## src/hw/rtl/afm_pkg.sv

```systemverilog
// Shared widths, coefficients and control types of the ACES fitted tone map.
`default_nettype none
package afm_pkg;

	// Fixed-point format of the pixel samples.
	localparam int FRACTION_BITS = 12;
	localparam int PIX_W         = 16;
	localparam int COEF_W        = 18;

	// Matrix output, Q16 with the integer range that the input format allows.
	localparam int M_W   = 32 - FRACTION_BITS;
	localparam int IP_W  = COEF_W + PIX_W;
	localparam int IA_W  = IP_W + 2;

	// Curve datapath widths.
	localparam int CT_W  = COEF_W + M_W;
	localparam int CV_W  = (M_W + 2 > 17) ? M_W + 2 : 17;
	localparam int PM_W  = M_W + CV_W;
	localparam int ND_W  = ((PM_W > 32) ? PM_W : 32) + 1;
	localparam int DEN_W = ND_W - 1;
	localparam int NQ_W  = ND_W + 17;

	// Divider: the curve stays well inside [-2^KB, 2^QB - 2^KB) in Q16, so the
	// dividend is offset by 2^KB divisors and an unsigned divide of QB bits is enough.
	localparam int QB    = 17;
	localparam int KB    = 8;
	localparam int K_OFF = 1 << KB;
	localparam int Q_W   = QB + 1;

	// Output matrix widths.
	localparam int OP_W    = COEF_W + Q_W;
	localparam int OA_W    = OP_W + 2;
	localparam int OSH     = 32 - FRACTION_BITS;
	localparam int TOP_VAL = (FRACTION_BITS >= 15) ? 32767 : (1 << FRACTION_BITS);
	localparam int BOT_VAL = -32768;

	// Pipeline depths.
	localparam int IM_ST   = 2;
	localparam int LANE_ST = 5 + QB + 1;
	localparam int MG_ST   = 2;
	localparam int PIPE_ST = IM_ST + LANE_ST + MG_ST;

	typedef logic signed [PIX_W-1:0]  pix_t;
	typedef logic signed [COEF_W-1:0] coef_t;
	typedef logic signed [M_W-1:0]    m_t;
	typedef logic signed [Q_W-1:0]    q_t;

	// Input matrix, Q16.
	localparam coef_t CIN [3][3] = '{
		'{18'sd39137, 18'sd23238, 18'sd3161},
		'{18'sd4981,  18'sd59529, 18'sd1026},
		'{18'sd1861,  18'sd8771,  18'sd54904}
	};

	// Output matrix, Q16.
	localparam coef_t COUT [3][3] = '{
		'{18'sd105169, -18'sd34805, -18'sd4828},
		'{-18'sd6690,  18'sd72622,  -18'sd396},
		'{-18'sd214,   -18'sd4768,  18'sd70518}
	};

	// Rational curve constants, Q16.
	localparam coef_t CURVE_A = 18'sd1611;
	localparam coef_t CURVE_B = 18'sd6;
	localparam coef_t CURVE_C = 18'sd64470;
	localparam coef_t CURVE_D = 18'sd28374;
	localparam coef_t CURVE_E = 18'sd15602;

	// Per-stage load enables and valid flags handed to a curve lane.
	typedef struct packed {
		logic [LANE_ST-1:0] en;
		logic [LANE_ST-1:0] vld;
	} lane_ctl_t;

endpackage
`default_nettype wire

```

## src/hw/rtl/afm_merge.sv

```systemverilog
// Merge stage: output matrix over the three lanes, rounding and clamping.
`default_nettype none
module afm_merge (
	input  logic               clk,
	input  logic [1:0]         en,
	input  afm_pkg::q_t        q [3],
	output afm_pkg::pix_t      y [3]
);
	import afm_pkg::*;

	logic signed [OP_W-1:0] prod_s1 [3][3];
	logic signed [OA_W-1:0] acc_w   [3];
	logic signed [OA_W-1:0] shr_w   [3];
	pix_t                   y_s2    [3];

	always_comb begin
		for (int i = 0; i < 3; i++) begin
			acc_w[i] = OA_W'(prod_s1[i][0]) + OA_W'(prod_s1[i][1]) + OA_W'(prod_s1[i][2])
				+ (OA_W'(1) <<< (OSH - 1));
			shr_w[i] = acc_w[i] >>> OSH;
		end
	end

	always_ff @(posedge clk) begin
		for (int i = 0; i < 3; i++) begin
			if (en[0]) begin
				for (int j = 0; j < 3; j++) begin
					prod_s1[i][j] <= OP_W'(COUT[i][j]) * OP_W'(q[j]);
				end
			end
			if (en[1]) begin
				if (shr_w[i] > OA_W'(TOP_VAL)) begin
					y_s2[i] <= PIX_W'(TOP_VAL);
				end else if (shr_w[i] < OA_W'(BOT_VAL)) begin
					y_s2[i] <= PIX_W'(BOT_VAL);
				end else begin
					y_s2[i] <= PIX_W'(shr_w[i]);
				end
			end
		end
	end

	assign y = y_s2;

endmodule
`default_nettype wire

```

## config.mk

```make
export PLATFORM = sky130hd
export DESIGN_NAME = afm_merge
export DESIGN_NICKNAME = d
export VERILOG_FILES = /design/src/hw/rtl/afm_pkg.sv /design/src/hw/rtl/afm_merge.sv
export SDC_FILE = /design/constraint.sdc
export NUM_CORES = 2
export LEC_CHECK = 0
export ABC_AREA = 1
export BUFFER_PORTS_ARGS = -buffer_cell sky130_fd_sc_hd__buf_4
export CORE_MARGIN = 2
export CORE_UTILIZATION = 60
export DETAILED_ROUTE_END_ITERATION = 12
export MAX_ROUTING_LAYER = met4
export PLACE_DENSITY_LB_ADDON = 0.2
export SLEW_MARGIN = 20
export SYNTH_ARGS = -nofsm -noshare
export SYNTH_HDL_FRONTEND = slang
export SYNTH_SLANG_ARGS = --single-unit
export TNS_END_PERCENT = 5
```

## constraint.sdc

```tcl
create_clock -name clk -period 12.55 [get_ports clk]
set_input_delay 2.51 -clock clk [delete_from_list [all_inputs] [get_ports clk]]
set_output_delay 2.51 -clock clk [all_outputs]
set_load 0.05 [all_outputs]
```

==> run metrics <==
Setup crit start kind=input pin; Setup Total Neg Slack=0 ns; sequential share of the synthesized area=15.3%; Max transition margin=31.8%; width of the die=327 microns; Setup CP Type=in -> reg; Final Hold Violating Endpoints=0; share of layout cells above drive strength 1=3.69%; CTS tree=built; area of the core=103000 sq um; dpl cell area=65000 sq um; dominant synthesized flop cell=edfxtp_1; DRC=0; largest cells by area after synthesis=fa_1 28%, ha_1 23%, edfxtp_1 15%; FF-to-FF End=y[18]; Design Area, Final=66400 sq um; Wirelength per Cell=19.9 microns; RSZ-0062 raised after global routing=false; H-tree Lvls=2; DR pass1 iterations=6; Site Rows=118; antenna violations before repair=4; Worst Hold Class=reg -> reg; CTS buffer count=43; distinct cell type count after synthesis=49; PortBufs=104; Cell Area, Synth=62500 sq um; reg2reg path depth=21; Cell Count Post-Placement=8546; Resize count post-CTS=0; clock root buffer=clkbuf_16; fraction of registers with async set/reset=0%; CP endpoint kind=register; Clock Path Buffers=3; GP Congestion=1.00; clock skew=0.0375 ns; area leader, netlist=fa_1; arrival time at the worst endpoint=8.26 ns; r2r setup slk=8.15 ns; GRT Residual Overflow=0; Avg Cell Area, Syn=8.84 sq um; CTS Hold Bufs=0; Iter 0 DRT Violations=3091; initial core utilization=60.4%; largest net degree at the start of global routing=78; Post-synth EDFFs=318; crit-path max FO=11; area share of the largest cell type after synthesis=27.7%; area delta synth->final=6.21%; Worst R2R Start=prod_s1[1][34]; DIE AREA=107000 sq um; first-pass GRT wire length=269 mm; register bit total from synthesis=318; vias in the first global route=47700; actual slew at the worst max-slew pin=1.02 ns; YS warnings=0; nets=9270; Post-DP HPWL=150 mm; final slew viol count=0; max-cap violations=0; Clk Latency, worst-skew pair=0.62 ns; Total Routed Length=172 mm; worst endpoint required time=12.86 ns; GRT Util Overall=34.0%; Via density=5.34; Final period util=63.4%; run status=complete, no violations; max frequency=126 MHz; total I/O pin count=105; clock-pin slew on the worst setup and hold paths=0.07 ns; vias=46100; CP Launch Point=q[51]; post-route ant nets=0; CTS Sinks=318; Finished Layout Cells=8629; filler cell count=8886; post-synthesis instance total=7069; Setup-failing EPs final=0; Critical Path Sink=prod_s1[1][95]; Die Y=327 microns; number of post-CTS setup repair buffers=0; syn_nets=9128; minimum clock period=7.96 ns
stage by stage:
step / setup slack (ns) / hold WS (ns) / utilization [%]
2_1_floorplan: 4.79 / 0.993 / -
6_report: 4.59 / 1.08 / 64.2
4_1_cts: 4.75 / 1.09 / 64.2
3_3_place_gp: 4.22 / 1.06 / 62.9
5_1_grt: 4.39 / 1.14 / 64.2
3_5_place_dp: 4.10 / 1.08 / 62.9
routing by layer:
metal | vias up | global-route usage, % | share of wire, %
li1 | 22200 | - | -
met4 | 0 | 11.1 | 3.9
met1 | 22400 | 46.1 | 45
met5 | - | - | 0
met3 | 239 | 6.07 | 6.7
met2 | 1244 | 52.1 | 45
worst min path at each step:
stage / startpoint / to / cells after the start
detailed placement: prod_s1[1][70] / y[31] / 5
finish: prod_s1[1][70] / y[31] / 5
global placement: prod_s1[1][70] / y[31] / 5
CTS: prod_s1[1][70] / y[31] / 5
global route: prod_s1[1][70] / y[31] / 5
floorplan: prod_s1[0][106] / y[47] / 5
area by class of cell:
class                   count  area [sq um]  area share (%)
multi-input cells        4728         45300            68.3
repair buffers            112           848            1.28
clock inverters            29           258           0.388
clock buffers              50          1120            1.69
flip-flops and latches    318          9550            14.4
inverters                2008          7540            11.4
diodes                      4          10.0          0.0151
well taps                1380          1730            2.60
worst max-delay path, cell delays in order:
cell and delay (ns):
buf_4 0.19, inv_1 0.48, fa_1 0.54, fa_1 0.49
inv_1 0.05, fa_1 0.49, inv_1 0.05, fa_1 0.53
inv_1 0.05, fa_1 0.44, ha_1 0.29, ha_1 0.35
nand2_1 0.06, inv_1 0.08, nand3_1 0.11, nor3_1 0.19
a21oi_1 0.20, o21ai_0 0.39, xor2_1 0.74
synth_stat cells, types with 13 or more instances:
library cell,count
inv_1,2001
ha_1,1137
nand2_1,1018
fa_1,865
a21oi_1,357
nor2_1,326
edfxtp_1,318
o21ai_0,196
xor2_1,180
nand3_1,171
xnor2_1,129
nor3_1,42
nand4_1,39
nor2_2,34
a31oi_1,27
o21bai_1,25
a21o_1,23
nand3b_1,18
o21ai_1,15
or2_2,15
nand2_2,14
o21a_1,14
nor4_1,13
layout by cell type (no fill, tap or decap), drive strengths merged, types with 15 or more instances in the layout:
cell type	count
a21o	23
a21oi	357
a31oi	27
buf	112
clkbuf	50
clkinv	19
edfxtp	318
fa	865
ha	1137
inv	2012
nand2	1033
nand3	173
nand3b	18
nand4	39
nor2	369
nor3	47
nor4	15
o21ai	212
o21bai	25
or2	15
xnor2	129
xor2	180
registers in the layout (all words and copies together) (netlist names):
register / flops
prod_s1: 270
y: 48
cells by family (layout without fill, tap and decap cells):
kind of cell	Yosys count	in the layout	synth area share, %
other	0	4	0
buffers and inverters	2023	2199	12.2
DFF	318	318	15.3
AOI/OAI and AO/OA	700	700	6.12
adders and majority gates	2002	2002	50.5
xor gates and xnor gates	309	309	4.33
and+or+nand+nor	1717	1717	11.6
Power is left out: the tool's default activity adds up to more than one toggle a clock period on the data nets, which glitch-free logic cannot reach.
